### src/sv/rgb_to_hsv_pixel_core_macros.svh
// assertion macros shared by the rtl
`ifndef RGB_TO_HSV_PIXEL_CORE_MACROS_SVH
`define RGB_TO_HSV_PIXEL_CORE_MACROS_SVH

// same-cycle implication, held off during reset
`define R2H_ASSERT_NOW(label, clk, rst, ante, cons, msg) \
   label: assert property (@(posedge clk) disable iff (rst) (ante) |-> (cons)) \
      else $error(msg);

// next-cycle implication, held off during reset
`define R2H_ASSERT_NEXT(label, clk, rst, ante, cons, msg) \
   label: assert property (@(posedge clk) disable iff (rst) (ante) |=> (cons)) \
      else $error(msg);

`endif

### src/sv/r2h_pkg.sv
`default_nettype none
package r2h_pkg;

   // one quotient bit per cell, both dividers yield 8 bits
   localparam int NUM_CELLS = 8;

   // hue offset of each sector in degrees
   localparam logic [8:0] HUE_BASE_RED   = 9'd0;
   localparam logic [8:0] HUE_BASE_GREEN = 9'd120;
   localparam logic [8:0] HUE_BASE_BLUE  = 9'd240;
   localparam logic signed [10:0] HUE_WRAP = 11'sd360;
   localparam logic [8:0] HUE_LIMIT = 9'd360;

   // data handed from cell to cell
   typedef struct packed {
      logic [7:0] delta;   // divisor of the hue lane
      logic [7:0] h_rem;   // hue partial remainder
      logic [7:0] h_qn;    // hue numerator bits out, quotient bits in
      logic [7:0] s_rem;   // saturation partial remainder
      logic [7:0] s_qn;    // saturation numerator bits out, quotient bits in
      logic       neg;     // channel difference was negative
      logic       grey;    // delta is zero
      logic [8:0] base;    // sector offset
      logic [7:0] value;   // also the divisor of the saturation lane
      logic [7:0] alpha;
   } r2h_lane_type;

endpackage
`default_nettype wire

### src/sv/r2h_front.sv
`default_nettype none
module r2h_front (
   input  wire logic                 clock,
   input  wire logic                 reset,
   input  wire logic                 in_valid,
   output logic                      in_ready,
   input  wire logic [7:0]           red,
   input  wire logic [7:0]           green,
   input  wire logic [7:0]           blue,
   input  wire logic [7:0]           alpha,
   output logic                      out_valid,
   input  wire logic                 out_ready,
   output r2h_pkg::r2h_lane_type     out_lane
);
   import r2h_pkg::*;

   logic               valid_ff, valid_in;
   r2h_lane_type       lane_ff, lane_in;
   logic [7:0]         mx, mn, delta, mag;
   logic               red_max, green_max;
   logic signed [8:0]  diff;
   logic [13:0]        h_num;
   logic [15:0]        h_num16, s_num;

   assign in_ready = !valid_ff || out_ready;

   always_comb begin
      mx = red;
      if (green > mx) mx = green;
      if (blue > mx) mx = blue;
      mn = red;
      if (green < mn) mn = green;
      if (blue < mn) mn = blue;
      delta = mx - mn;
      red_max   = (red == mx);
      green_max = !red_max && (green == mx);
      if (red_max) begin
         diff = $signed({1'b0, green}) - $signed({1'b0, blue});
      end else if (green_max) begin
         diff = $signed({1'b0, blue}) - $signed({1'b0, red});
      end else begin
         diff = $signed({1'b0, red}) - $signed({1'b0, green});
      end
      mag = diff[8] ? 8'(-diff) : diff[7:0];
      // 60 * mag as 64 * mag - 4 * mag
      h_num   = ({6'b0, mag} << 6) - ({6'b0, mag} << 2);
      h_num16 = {2'b0, h_num};
      // 255 * delta as 256 * delta - delta
      s_num   = {delta, 8'b0} - {8'b0, delta};

      lane_in.delta = delta;
      lane_in.h_rem = h_num16[15:8];
      lane_in.h_qn  = h_num16[7:0];
      lane_in.s_rem = s_num[15:8];
      lane_in.s_qn  = s_num[7:0];
      lane_in.neg   = diff[8];
      lane_in.grey  = (delta == 8'd0);
      lane_in.base  = red_max ? HUE_BASE_RED : (green_max ? HUE_BASE_GREEN : HUE_BASE_BLUE);
      lane_in.value = mx;
      lane_in.alpha = alpha;
   end

   always_comb begin
      valid_in = valid_ff;
      if (in_ready) valid_in = in_valid;
   end

   always_ff @(posedge clock) begin
      if (reset) begin
         valid_ff <= 1'b0;
      end else begin
         valid_ff <= valid_in;
      end
   end

   always_ff @(posedge clock) begin
      if (in_ready && in_valid) begin
         lane_ff <= lane_in;
      end
   end

   assign out_valid = valid_ff;
   assign out_lane  = lane_ff;

endmodule
`default_nettype wire

### src/sv/r2h_cell.sv
`default_nettype none
module r2h_cell (
   input  wire logic                 clock,
   input  wire logic                 reset,
   input  wire logic                 in_valid,
   output logic                      in_ready,
   input  wire r2h_pkg::r2h_lane_type in_lane,
   output logic                      out_valid,
   input  wire logic                 out_ready,
   output r2h_pkg::r2h_lane_type     out_lane
);
   import r2h_pkg::*;

   logic          valid_ff, valid_in;
   r2h_lane_type  lane_ff, lane_in;
   logic [8:0]    h_try, s_try, h_sub, s_sub;
   logic          h_take, s_take;

   assign in_ready = !valid_ff || out_ready;

   // one restoring step for each lane, hue over delta, saturation over value
   always_comb begin
      h_try  = {in_lane.h_rem, in_lane.h_qn[7]};
      s_try  = {in_lane.s_rem, in_lane.s_qn[7]};
      h_sub  = h_try - {1'b0, in_lane.delta};
      s_sub  = s_try - {1'b0, in_lane.value};
      h_take = (h_try >= {1'b0, in_lane.delta});
      s_take = (s_try >= {1'b0, in_lane.value});

      lane_in       = in_lane;
      lane_in.h_rem = h_take ? h_sub[7:0] : h_try[7:0];
      lane_in.h_qn  = {in_lane.h_qn[6:0], h_take};
      lane_in.s_rem = s_take ? s_sub[7:0] : s_try[7:0];
      lane_in.s_qn  = {in_lane.s_qn[6:0], s_take};
   end

   always_comb begin
      valid_in = valid_ff;
      if (in_ready) valid_in = in_valid;
   end

   always_ff @(posedge clock) begin
      if (reset) begin
         valid_ff <= 1'b0;
      end else begin
         valid_ff <= valid_in;
      end
   end

   always_ff @(posedge clock) begin
      if (in_ready && in_valid) begin
         lane_ff <= lane_in;
      end
   end

   assign out_valid = valid_ff;
   assign out_lane  = lane_ff;

endmodule
`default_nettype wire

### src/sv/r2h_back.sv
`default_nettype none
module r2h_back (
   input  wire logic                 clock,
   input  wire logic                 reset,
   input  wire logic                 in_valid,
   output logic                      in_ready,
   input  wire r2h_pkg::r2h_lane_type in_lane,
   output logic                      out_valid,
   input  wire logic                 out_ready,
   output logic [8:0]                hue,
   output logic [7:0]                saturation,
   output logic [7:0]                value,
   output logic [7:0]                alpha
);
   import r2h_pkg::*;

   logic               valid_ff, valid_in;
   logic [8:0]         hue_ff, hue_in;
   logic [7:0]         sat_ff, sat_in, value_ff, alpha_ff;
   logic [8:0]         c_mag;
   logic signed [10:0] h_raw, h_fix;

   assign in_ready = !valid_ff || out_ready;

   always_comb begin
      // ceiling for a positive fraction, plain truncation toward zero otherwise
      c_mag = in_lane.neg ? {1'b0, in_lane.h_qn}
                          : {1'b0, in_lane.h_qn} + {8'b0, |in_lane.h_rem};
      if (in_lane.neg) begin
         h_raw = $signed({2'b0, in_lane.base}) - $signed({2'b0, c_mag});
      end else begin
         h_raw = $signed({2'b0, in_lane.base}) + $signed({2'b0, c_mag});
      end
      h_fix = h_raw[10] ? (h_raw + HUE_WRAP) : h_raw;
      hue_in = in_lane.grey ? 9'd0 : h_fix[8:0];
      sat_in = in_lane.grey ? 8'd0 : in_lane.s_qn;
   end

   always_comb begin
      valid_in = valid_ff;
      if (in_ready) valid_in = in_valid;
   end

   always_ff @(posedge clock) begin
      if (reset) begin
         valid_ff <= 1'b0;
      end else begin
         valid_ff <= valid_in;
      end
   end

   always_ff @(posedge clock) begin
      if (in_ready && in_valid) begin
         hue_ff   <= hue_in;
         sat_ff   <= sat_in;
         value_ff <= in_lane.value;
         alpha_ff <= in_lane.alpha;
      end
   end

   assign out_valid  = valid_ff;
   assign hue        = hue_ff;
   assign saturation = sat_ff;
   assign value      = value_ff;
   assign alpha      = alpha_ff;

endmodule
`default_nettype wire

### src/sv/rgb_to_hsv_pixel_core.sv
// rgb to hsv pixel converter
// req_ channel: one rgba pixel per beat (8-bit red, green, blue, alpha_in),
//   taken when req_valid and req_ready are both high
// rsp_ channel: hue in whole degrees 0..359 (ceiling rounded), saturation
//   floor(255*delta/value), value = largest channel, alpha copied through
// pipeline: an accepted req beat passes max/min and numerator set-up, 8 divider
//   cells and hue fix-up, each registered, before it reaches rsp_valid
// throughput: one pixel per clock while rsp_ready stays high; the 8 identical
//   cells each retire one quotient bit of both divisions and pass the pixel on
// every stage has its own valid bit and ready = empty or downstream moving,
//   so bubbles close up and a new pixel enters while a result waits
// when the receiver stalls, the pipe fills and req_ready drops only once
//   all ten stages hold a pixel
// reset (synchronous, active high) empties every stage; nothing else to clear
`default_nettype none
`include "rgb_to_hsv_pixel_core_macros.svh"
module rgb_to_hsv_pixel_core (
   input  wire logic       clock,
   input  wire logic       reset,
   input  wire logic       req_valid,
   output logic            req_ready,
   input  wire logic [7:0] req_red,
   input  wire logic [7:0] req_green,
   input  wire logic [7:0] req_blue,
   input  wire logic [7:0] req_alpha_in,
   output logic            rsp_valid,
   input  wire logic       rsp_ready,
   output logic [8:0]      rsp_hue,
   output logic [7:0]      rsp_saturation,
   output logic [7:0]      rsp_value,
   output logic [7:0]      rsp_alpha_out
);
   import r2h_pkg::*;

   // link k feeds cell k; link NUM_CELLS feeds the back end
   r2h_lane_type lane [NUM_CELLS+1];
   logic         vld  [NUM_CELLS+1];
   logic         rdy  [NUM_CELLS+1];

   r2h_front u_front (
      .clock     (clock),
      .reset     (reset),
      .in_valid  (req_valid),
      .in_ready  (req_ready),
      .red       (req_red),
      .green     (req_green),
      .blue      (req_blue),
      .alpha     (req_alpha_in),
      .out_valid (vld[0]),
      .out_ready (rdy[0]),
      .out_lane  (lane[0])
   );

   // divider chain, one quotient bit per cell
   for (genvar k = 0; k < NUM_CELLS; k++) begin : g_cell
      r2h_cell u_cell (
         .clock     (clock),
         .reset     (reset),
         .in_valid  (vld[k]),
         .in_ready  (rdy[k]),
         .in_lane   (lane[k]),
         .out_valid (vld[k+1]),
         .out_ready (rdy[k+1]),
         .out_lane  (lane[k+1])
      );
   end

   r2h_back u_back (
      .clock      (clock),
      .reset      (reset),
      .in_valid   (vld[NUM_CELLS]),
      .in_ready   (rdy[NUM_CELLS]),
      .in_lane    (lane[NUM_CELLS]),
      .out_valid  (rsp_valid),
      .out_ready  (rsp_ready),
      .hue        (rsp_hue),
      .saturation (rsp_saturation),
      .value      (rsp_value),
      .alpha      (rsp_alpha_out)
   );

   // hue must always land inside one turn
   `R2H_ASSERT_NOW(a_hue_range, clock, reset, rsp_valid, rsp_hue < HUE_LIMIT, "hue beyond 359")
   // a black pixel has neither hue nor saturation
   `R2H_ASSERT_NOW(a_black_pixel, clock, reset, rsp_valid && (rsp_value == 8'd0),
      (rsp_saturation == 8'd0) && (rsp_hue == 9'd0), "black pixel with colour")
   // an accepted beat must occupy the first stage
   `R2H_ASSERT_NEXT(a_front_fill, clock, reset, req_valid && req_ready, vld[0],
      "accepted beat lost at front")

endmodule
`default_nettype wire

### config.mk
export PLATFORM = sky130hd
export DESIGN_NAME = rgb_to_hsv_pixel_core
export DESIGN_NICKNAME = d
export VERILOG_FILES = /design/src/sv/r2h_pkg.sv /design/src/sv/r2h_front.sv /design/src/sv/r2h_cell.sv /design/src/sv/r2h_back.sv /design/src/sv/rgb_to_hsv_pixel_core.sv
export VERILOG_INCLUDE_DIRS = /design/src /design/src/sv
export SDC_FILE = /design/constraint.sdc
export NUM_CORES = 1
export LEC_CHECK = 0
export BUFFER_PORTS_ARGS = -buffer_cell sky130_fd_sc_hd__buf_2
export CORE_ASPECT_RATIO = 0.9
export CORE_MARGIN = 2
export CORE_UTILIZATION = 64
export DETAILED_ROUTE_END_ITERATION = 10
export PLACE_DENSITY = 0.81
export SLEW_MARGIN = 20
export SYNTH_ARGS = -nofsm -noshare
export SYNTH_HDL_FRONTEND = slang
export SYNTH_HIERARCHICAL = 1
export SYNTH_SLANG_ARGS = --single-unit
### constraint.sdc
create_clock -name clock -period 11.2 [get_ports clock]
set_input_delay 1.68 -clock clock [delete_from_list [all_inputs] [get_ports clock]]
set_output_delay 1.68 -clock clock [all_outputs]
set_load 0.01 [all_outputs]
==> run_results.csv, run 1 <==
group,metric,value,unit
power_and_ir_drop,switching_share,27.8,%
timing,clock.fmax,110,MHz
yosys,netlist_area,31200,um2
yosys,synth.yosys.warnings,6,
clock_tree,postCtsSetupRepairBufs,0,
timing,rsz0062_at_grt,"false",
power_and_ir_drop,switchingPower,1840,uW
detailed_routing,dr_total_vias,17900,
min_path,hold_path_class,"reg -> reg",
detailed_routing,drt-total-wl,55.9,mm
setup_path,worst_ep_arrival_time,9.41,ns
clock_tree,ctsHoldBuffers,0,
timing,whs,0.412,ns
flow_run,drv_cap,0,
final_layout,drive_gt1_share,14.8,%
final_layout,nFillCells,3058,
die,io_pins,71,
placement,gp_congestion,0.924,
timing,setup_viol,0,
final_layout,insertedDiodeCount,0,
clock_tree,numCtsBuffers,59,
timing,finalHoldViolCount,0,
timing,worst-slew-pin-transition,0.967,ns
final_layout,fin_area,34300,um2
power_and_ir_drop,finalPower,6620,uW
power_and_ir_drop,leakage,0.0131,uW
global_route,grt_pass1_wl,90.7,mm
setup_path,worst_setup_path_end_kind,"register",
setup_path,critical-path-max-stage-delay,0.72,ns
power_and_ir_drop,power_frac_comb,25.3,%
clock_tree,cts.sinks,619,
setup_path,critPathSlowestCell,"nor2_1",
die,row_count,76,
global_route,grt_pass1_vias,18000,
final_layout,multi_input_area,11500,um2
yosys,synth_area_per_cell,13.5,um2
clock_tree,ctsResizeCount,0,
final_layout,seqCellArea,18500,um2
setup_path,path_max_fanout,19,
clock_tree,clk_path_buf_depth,3,
power_and_ir_drop,ir_drop,0.139,mV
power_and_ir_drop,p_seq_share,43.5,%
clock_tree,cts_tree,"done",
timing,fin_worst_skew,0.0161,ns
clock_tree,clkLatencyLatePin,0.62,ns
detailed_routing,route.antenna.remaining_nets,0,
clock_tree,clk_pin_slew,0.07,ns
detailed_routing,drtIter0Drc,1208,
die,dieWidth,237,um
yosys,syn-instance-count,2308,
global_route,grt_antenna_before_repair,1,
detailed_routing,wl_per_cell,18.1,um
power_and_ir_drop,power_density,193,nW/um2
timing,finalSetupTns,0,ns
final_layout,nNetsFinal,2678,
timing,min_period,9.06,ns
timing,drv_slew,0,
placement,placed_area,32200,um2
die,initial_core_util,65.1,%
placement,dp.final_hpwl,40.3,mm
power_and_ir_drop,power_frac_clock,31.2,%
global_route,grt-ovfl-total,0,
setup_path,worst_path_dominant_cell_family,"compound AO/OA/AOI/OAI gates",
detailed_routing,first_pass_iters,5,
placement,port_buffers,70,
outcome,status,"complete, no violations",
power_and_ir_drop,cell_internal_pwr,4780,uW
clock_tree,cts_root_buf,"clkbuf_16",
die,core_region_area,48000,um2
setup_path,cpMostUsedCell,"ha_1",
die,die_y,214,um
final_layout,fin_util,71.4,%
timing,final.period_utilization,80.9,%
setup_path,worstSetupPathType,"in -> reg",
setup_path,start_kind,"input port",
global_route,grt_max_degree,68,
setup_path,required,11.55,ns
detailed_routing,drc,0,
final_layout,syn_to_final_growth,9.77,%
die,die_area,50600,um2
setup_path,worst-path-buf-inv,4,
global_route,grt_usage,22.5,%
detailed_routing,viasPerCell,5.78,
timing,slew_headroom,35.6,%
clock_tree,htreeDepth,2,
==> power groups by stage <==
stage	Clock [uW]	Sequential, uW	Combinational, uW
after floorplan	0	2880	1350
after global placement	0	2930	1580
after detailed placement	0	2930	1650
after CTS	2100	2880	1660
after global routing	2190	2890	1850
final	2060	2880	1680
==> state kept, by name, indices dropped and copies added, names as in the netlist <==
name                     flops
u_back/out_valid             1
u_back/saturation            8
u_front/out_valid            1
u_back/hue                   9
u_back/alpha                 8
u_back/value                 8
g_cell.u_cell/out_valid      8
g_cell.u_cell/out_lane     520
u_front/out_lane            56
==> cell type report <==
type / count / area share [%]
clock buffers: 78 / 4.77
clock inverters: 32 / 1.27
inverters: 260 / 2.85
multi-input cells: 1400 / 33.7
flip-flops and latches: 619 / 53.9
well taps: 624 / 2.28
repair buffers: 81 / 1.26
==> cells in the final DEF, fill, tap and decap left out, types with 12 or more instances in the layout <==
| master | count |
|---|---|
| buf_2 | 70 |
| a21o_1 | 27 |
| nand2_1 | 46 |
| nand3_1 | 51 |
| ha_1 | 200 |
| edfxtp_1 | 609 |
| inv_1 | 251 |
| nor2b_1 | 46 |
| fa_1 | 21 |
| a21oi_2 | 15 |
| mux2i_1 | 54 |
| xnor2_1 | 90 |
| nor3_1 | 30 |
| xor2_1 | 31 |
| clkbuf_16 | 59 |
| o21ai_0 | 67 |
| o21ai_1 | 12 |
| mux2_4 | 54 |
| nor2_1 | 134 |
| o21a_1 | 35 |
| a211oi_1 | 13 |
| nand2b_1 | 38 |
| a21boi_1 | 12 |
| a21oi_1 | 128 |
| mux2_2 | 23 |
==> worst reg2reg max path: cells and delay by family, from the launching register on <==
kind | cells | cell delay, ns
flip-flops | 1 | 0.36
AND/OR/NAND/NOR | 4 | 0.81
XOR/XNOR | 2 | 0.37
adder cells (fa/ha/maj) | 3 | 0.86
AO/OA/AOI/OAI | 4 | 1.08
multiplexers | 1 | 0.30
==> metrics by stage <==
stage	setup slack, ns	std cells
CTS	2.25	3094
detailed placement	1.63	2984
global route	1.46	3094
finish	2.14	3094
global placement	1.87	2984
floorplan	2.57	2315
==> worst paths after layout <==
check / slack, ns / startpoint / cells past startpoint / endpoint
max: 2.14 / req_green[6] / 28 / u_front/out_lane[53]
min reg2reg: 0.41 / g_cell[0].u_cell/out_lane[33] / 0 / g_cell[1].u_cell/out_lane[34]
min: 0.41 / g_cell[0].u_cell/out_lane[33] / 0 / g_cell[1].u_cell/out_lane[34]
max reg2reg: 7.17 / g_cell[7].u_cell/out_lane[56] / 14 / u_back/hue[8]
==> per-layer routing <==
layer	track usage (%)	vias to the layer above	routed length, um
met5	0	-	13
met4	7.33	2	1590
met3	3.36	98	1950
met2	39.2	395	27200
met1	29.5	8604	25100
li1	-	8778	-
(Power assumes the default switching activity.)
==> run 2: changes to the inputs <==
--- a/config.mk
+++ b/config.mk
@@ -6,12 +6,13 @@
 export SDC_FILE = /design/constraint.sdc
 export NUM_CORES = 1
 export LEC_CHECK = 0
+export ABC_AREA = 1
 export BUFFER_PORTS_ARGS = -buffer_cell sky130_fd_sc_hd__buf_2
 export CORE_ASPECT_RATIO = 0.9
 export CORE_MARGIN = 2
-export CORE_UTILIZATION = 64
+export CORE_UTILIZATION = 58
 export DETAILED_ROUTE_END_ITERATION = 10
-export PLACE_DENSITY = 0.81
+export PLACE_DENSITY = 0.78
 export SLEW_MARGIN = 20
 export SYNTH_ARGS = -nofsm -noshare
 export SYNTH_HDL_FRONTEND = slang
==> constraint.sdc (replaced) <==
create_clock -name clock -period 8 [get_ports clock]
set_input_delay 1.2 -clock clock [delete_from_list [all_inputs] [get_ports clock]]
set_output_delay 1.2 -clock clock [all_outputs]
set_load 0.01 [all_outputs]
==> run 2 against run 1 <==
Net effect: register-to-register slack lost 2.8 ns; power rose by 37%; worst setup slack worse by 0.97 ns; die area grew 16%; wire length increased by 13%; via count up 21%; clock power is 44% higher; hold slack got worse by 0.011 ns; largest cell class unchanged.
==> run_results.csv, run 2 <==
group,metric,value,unit
outcome,status,"complete, no violations",
final_layout,syn_to_final_growth,9.78,%
power_and_ir_drop,power_frac_comb,22.7,%
final_layout,nFillCells,4314,
min_path,hold_path_class,"reg -> reg",
detailed_routing,drc,0,
setup_path,r2r_end,"u_back/hue[8]",
global_route,grt_pass1_vias,20800,
clock_tree,cts_tree,"done",
clock_tree,clk_pin_slew,0.06,ns
die,die_area,58900,um2
clock_tree,cts.sinks,619,
final_layout,nNetsFinal,3600,
setup_path,rr_worst_depth,17,
power_and_ir_drop,switching_share,29.5,%
power_and_ir_drop,cell_internal_pwr,6370,uW
global_route,grt_util_met1,27.0,%
die,initial_core_util,58.3,%
power_and_ir_drop,leakage,0.0162,uW
clock_tree,clkLatencyLatePin,0.63,ns
yosys,synth.yosys.warnings,6,
timing,worst-slew-pin-transition,0.995,ns
die,die_y,230,um
detailed_routing,viasPerCell,5.20,
setup_path,path_max_fanout,16,
yosys,netlist_area,33100,um2
die,dieWidth,256,um
detailed_routing,first_pass_iters,8,
power_and_ir_drop,ir_drop,0.182,mV
die,io_pins,71,
global_route,grt.met3_usage,2.94,%
global_route,grt-ovfl-total,0,
final_layout,final_common_cell,"nand2_1",
setup_path,critPathSlowestCell,"o21ai_0",
setup_path,worst_ep_arrival_time,7.19,ns
setup_path,required,8.36,ns
setup_path,worstSetupPathType,"in -> reg",
timing,drv_slew,0,
yosys,synth_area_per_cell,10.2,um2
global_route,grt_busiest_layer,"met2",
timing,slew_headroom,33.7,%
placement,gp_congestion,1.03,
placement,dp.final_hpwl,45.6,mm
timing,clock.fmax,146,MHz
setup_path,rrSetupSlack,4.42,ns
timing,finalSetupTns,0,ns
placement,port_buffers,70,
power_and_ir_drop,power_density,249,nW/um2
detailed_routing,drt-total-wl,63.1,mm
detailed_routing,route.antenna.remaining_nets,0,
clock_tree,postCtsSetupRepairBufs,0,
final_layout,drive_gt1_share,12.3,%
die,row_count,83,
clock_tree,ctsResizeCount,0,
detailed_routing,wl_per_cell,15.2,um
detailed_routing,dr_total_vias,21700,
detailed_routing,drtIter0Drc,1447,
global_route,grt_max_degree,68,
timing,min_period,6.83,ns
setup_path,critical-path-max-stage-delay,0.44,ns
power_and_ir_drop,finalPower,9050,uW
clock_tree,cts_root_buf,"clkbuf_16",
global_route,grt_pass1_wl,103,mm
clock_tree,htreeDepth,2,
placement,placed_area,34200,um2
timing,whs,0.402,ns
setup_path,cpMostUsedCell,"nand2_1",
clock_tree,clk_path_buf_depth,3,
flow_run,drv_cap,0,
timing,finalHoldViolCount,0,
power_and_ir_drop,p_seq_share,44.5,%
setup_path,start_kind,"input port",
timing,fin_worst_skew,0.0212,ns
clock_tree,ctsHoldBuffers,0,
final_layout,final_cell_mix,"868 x nand2_1, 609 x edfxtp_1, 512 x inv_1, 297 x nand3_1, 200 x ha_1",
final_layout,fin_util,64.0,%
yosys,syn-instance-count,3239,
timing,final.period_utilization,85.4,%
power_and_ir_drop,switchingPower,2670,uW
clock_tree,numCtsBuffers,61,
power_and_ir_drop,power_frac_clock,32.7,%
die,core_region_area,56700,um2
global_route,grt_antenna_before_repair,2,
final_layout,largest_register_ffs,520,
setup_path,r2r_start,"g_cell[7].u_cell/out_lane[26]",
setup_path,worst_setup_path_end_kind,"register",
final_layout,fin_area,36300,um2
timing,rsz0062_at_grt,"false",
timing,setup_viol,0,
global_route,use_met2,38.1,%
global_route,grt_usage,21.7,%
setup_path,endpoint,"u_front/out_lane[41]",
setup_path,startpoint,"req_green[4]",
==> run 2: critical path: cells and delay by family <==
kind | cells | cell delay, ns
buffers and inverters | 6 | 0.59
adders and majority gates | 4 | 1.31
AOI/OAI and AO/OA | 8 | 1.23
xor gates and xnor gates | 2 | 0.41
and+or+nand+nor | 12 | 2.44
==> run 2: power by group through the flow <==
stage	logic, uW	clock network [uW]	registers [uW]
floorplan	1640	0	4020
global placement	1980	0	4090
detailed placement	2030	0	4090
CTS	2040	3020	4030
global route	2340	3120	4040
finish	2060	2960	4030
==> run 2: layout make-up <==
cell class	count	area, um2	share of cell area [%]
antenna	1	2.50	0.00689
clock buffer	74	1640	4.51
clock inverter	41	474	1.31
inverter	540	2030	5.60
multi-input combinational	2039	12300	33.8
sequential	619	18500	50.9
tap	765	957	2.64
timing repair buffer	82	440	1.21
==> run 2: worst min path at each step <==
stage	slack [ns]	cells after the start	start	endpoint
2_1_floorplan	0.40	0	u_front/out_lane[0]	g_cell[0].u_cell/out_lane[0]
3_3_place_gp	0.40	0	g_cell[2].u_cell/out_lane[44]	g_cell[3].u_cell/out_lane[45]
3_5_place_dp	0.40	0	u_front/out_lane[0]	g_cell[0].u_cell/out_lane[0]
4_1_cts	0.40	0	g_cell[5].u_cell/out_lane[48]	g_cell[6].u_cell/out_lane[49]
5_1_grt	0.41	0	g_cell[5].u_cell/out_lane[48]	g_cell[6].u_cell/out_lane[49]
6_report	0.40	0	g_cell[5].u_cell/out_lane[48]	g_cell[6].u_cell/out_lane[49]
==> run 2: per-layer routing <==
layer	vias up	wire [um]	part of all wire, %
met5	-	13	0.021
met4	2	2690	4.3
met3	149	2950	4.7
met2	564	30800	49
met1	9993	26600	42
li1	10900	-	-
==> run 2: metrics by stage <==
| stage | worst slack (ns) | cells |
|---|---|---|
| floorplan | 2.11 | 3246 |
| global placement | 0.827 | 4045 |
| detailed placement | 0.602 | 4045 |
| CTS | 1.28 | 4160 |
| global route | 0.476 | 4160 |
| finish | 1.17 | 4161 |
==> run 3: changes to the inputs <==
--- a/config.mk
+++ b/config.mk
@@ -7,12 +7,12 @@
 export NUM_CORES = 1
 export LEC_CHECK = 0
 export ABC_AREA = 1
-export BUFFER_PORTS_ARGS = -buffer_cell sky130_fd_sc_hd__buf_2
 export CORE_ASPECT_RATIO = 0.9
 export CORE_MARGIN = 2
-export CORE_UTILIZATION = 58
+export CORE_UTILIZATION = 65
 export DETAILED_ROUTE_END_ITERATION = 10
-export PLACE_DENSITY = 0.78
+export DONT_BUFFER_PORTS = 1
+export PLACE_DENSITY = 0.81
 export SLEW_MARGIN = 20
 export SYNTH_ARGS = -nofsm -noshare
 export SYNTH_HDL_FRONTEND = slang
==> constraint.sdc (replaced) <==
create_clock -name clock -period 7 [get_ports clock]
set_input_delay 1.05 -clock clock [delete_from_list [all_inputs] [get_ports clock]]
set_output_delay 1.05 -clock clock [all_outputs]
set_load 0.01 [all_outputs]
==> run 3 against run 2 <==
Net effect: clock skew grew 0.037 ns; sequential share of layout area rose by 0.76 points; design area fell by 1.5%; worst setup slack worse by 0.62 ns; combinational power increased by 17%; highest routed layer unchanged; wire length increased by 7.1%; count of clock-buffer cells in the layout decreased by 6; critical path depth is 6 lower; global-route usage grew 4.2 points; core utilization increased by 7.0 points; non-clock buffer count fell by 64; largest power group unchanged.
==> run_results.csv, run 3 (synthesis results as in run 2) <==
group,metric,value,unit
timing,rsz0062_at_grt,"false",
setup_path,worst_ep_arrival_time,6.80,ns
flow_run,drv_cap,0,
detailed_routing,dr_total_vias,22000,
setup_path,start_kind,"input port",
clock_tree,postCtsSetupRepairBufs,0,
clock_tree,ctsResizeCount,0,
final_layout,final_common_cell,"nand2_1",
clock_tree,clkLatencyLatePin,0.63,ns
min_path,hold_path_class,"reg -> reg",
placement,place_ws,0.0817,ns
outcome,status,"complete, no violations",
final_layout,drive_gt1_share,10.3,%
detailed_routing,viasPerCell,5.48,
setup_path,worst_setup_path_end_kind,"register",
global_route,grt_pass1_wl,109,mm
timing,setup_viol,0,
clock_tree,cts_root_buf,"clkbuf_16",
timing,finalSetupTns,0,ns
power_and_ir_drop,power_density,286,nW/um2
setup_path,rrSetupSlack,3.45,ns
setup_path,worstSetupPathType,"in -> reg",
timing,fin_ws,0.556,ns
placement,gp_congestion,0.956,
placement,dp.final_hpwl,50.3,mm
detailed_routing,wl_per_cell,16.9,um
setup_path,critical-path-max-stage-delay,0.51,ns
final_layout,nNetsFinal,3534,
timing,drv_slew,0,
setup_path,critPathSlowestCell,"o21ai_0",
setup_path,required,7.36,ns
setup_path,worst_path_dominant_cell_family,"simple AND/OR/NAND/NOR gates",
global_route,grt_antenna_before_repair,7,
timing,final.period_utilization,92.1,%
clock_tree,clk_path_buf_depth,3,
power_and_ir_drop,ir_drop,0.231,mV
timing,finalHoldViolCount,0,
global_route,grt_pass1_vias,21500,
final_layout,syn_to_final_growth,8.16,%
setup_path,cpMostUsedCell,"nand2_1",
detailed_routing,first_pass_iters,6,
clock_tree,clk_pin_slew,0.06,ns
detailed_routing,drt-total-wl,67.6,mm
die,io_pins,71,
final_layout,final_cell_mix,"868 x nand2_1, 609 x edfxtp_1, 512 x inv_1, 297 x nand3_1, 200 x ha_1",
timing,slew_headroom,39.2,%
die,die_y,218,um
final_layout,largest_register_ffs,520,
die,die_area,52700,um2
detailed_routing,drtIter0Drc,1671,
global_route,grt_max_degree,68,
clock_tree,ctsHoldBuffers,0,
setup_path,worst-path-buf-inv,4,
global_route,grt-ovfl-total,0,
clock_tree,cts.sinks,619,
clock_tree,cts_tree,"done",
timing,worst-slew-pin-transition,0.909,ns
global_route,grt_usage,26.0,%
detailed_routing,route.antenna.remaining_nets,0,
timing,clock.fmax,155,MHz
placement,port_buffers,0,
detailed_routing,drc,0,
die,core_region_area,50400,um2
die,dieWidth,242,um
clock_tree,numCtsBuffers,59,
timing,min_period,6.44,ns
die,row_count,78,
timing,fin_worst_skew,0.0584,ns
clock_tree,htreeDepth,2,
die,initial_core_util,65.7,%
power_and_ir_drop,leakage,0.0159,uW
setup_path,path_max_fanout,16,
## run 3: cell types whose count changed in the layout (fill, tap and decap cells not counted), sizes merged
cell      change
buf          -64
clkinvlp      -1
clkinv        +2
bufinv        -2
diode         +3
clkbuf        -6
inv           +1
## run 3: where the power goes
group / total, uW / internal (uW) / switching, uW
registers: 4610 / 4440 / 168
clock network: 3200 / 1830 / 1370
logic: 2410 / 843 / 1560
## run 3: path summary, 6_finish.rpt
| check | from | to | depth (start not counted) |
|---|---|---|---|
| max | req_green[7] | u_front/out_lane[41] | 26 |
| min | g_cell[2].u_cell/out_lane[20] | g_cell[3].u_cell/out_lane[20] | 0 |
| max reg2reg | g_cell[7].u_cell/out_lane[55] | u_back/hue[7] | 19 |
| min reg2reg | g_cell[2].u_cell/out_lane[20] | g_cell[3].u_cell/out_lane[20] | 0 |
## run 3: through the flow
step / instances / utilization [%] / total power [uW] / hold WS (ns) / instance area, um2
floorplan: 3246 / - / 6470 / 0.400 / 33100
global route: 4005 / 71.0 / 10800 / 0.384 / 35700
CTS: 4005 / 71.0 / 10300 / 0.366 / 35700
global placement: 3896 / 67.1 / 6980 / 0.400 / 33800
finish: 4009 / 71.0 / 10200 / 0.363 / 35800
detailed placement: 3896 / 67.1 / 7040 / 0.405 / 33800
## run 3: final cells by class
cell class                 instances  area, um2
sequential                       619      18500
clock buffer                      68       1510
fill                            3490      14600
timing repair buffer              18        135
tap                              680        851
multi-input combinational       2039      12300
antenna                            4       10.0
clock inverter                    41        472
inverter                         540       2030
## run 3: routing by layer
| metal | track usage [%] | up-vias | routed length, um |
|---|---|---|---|
| li1 | - | 10800 | - |
| met1 | 34.0 | 10300 | 28600 |
| met2 | 43.2 | 740 | 31800 |
| met3 | 5.55 | 147 | 5050 |
| met4 | 9.32 | 6 | 2140 |
| met5 | 0 | - | 44 |
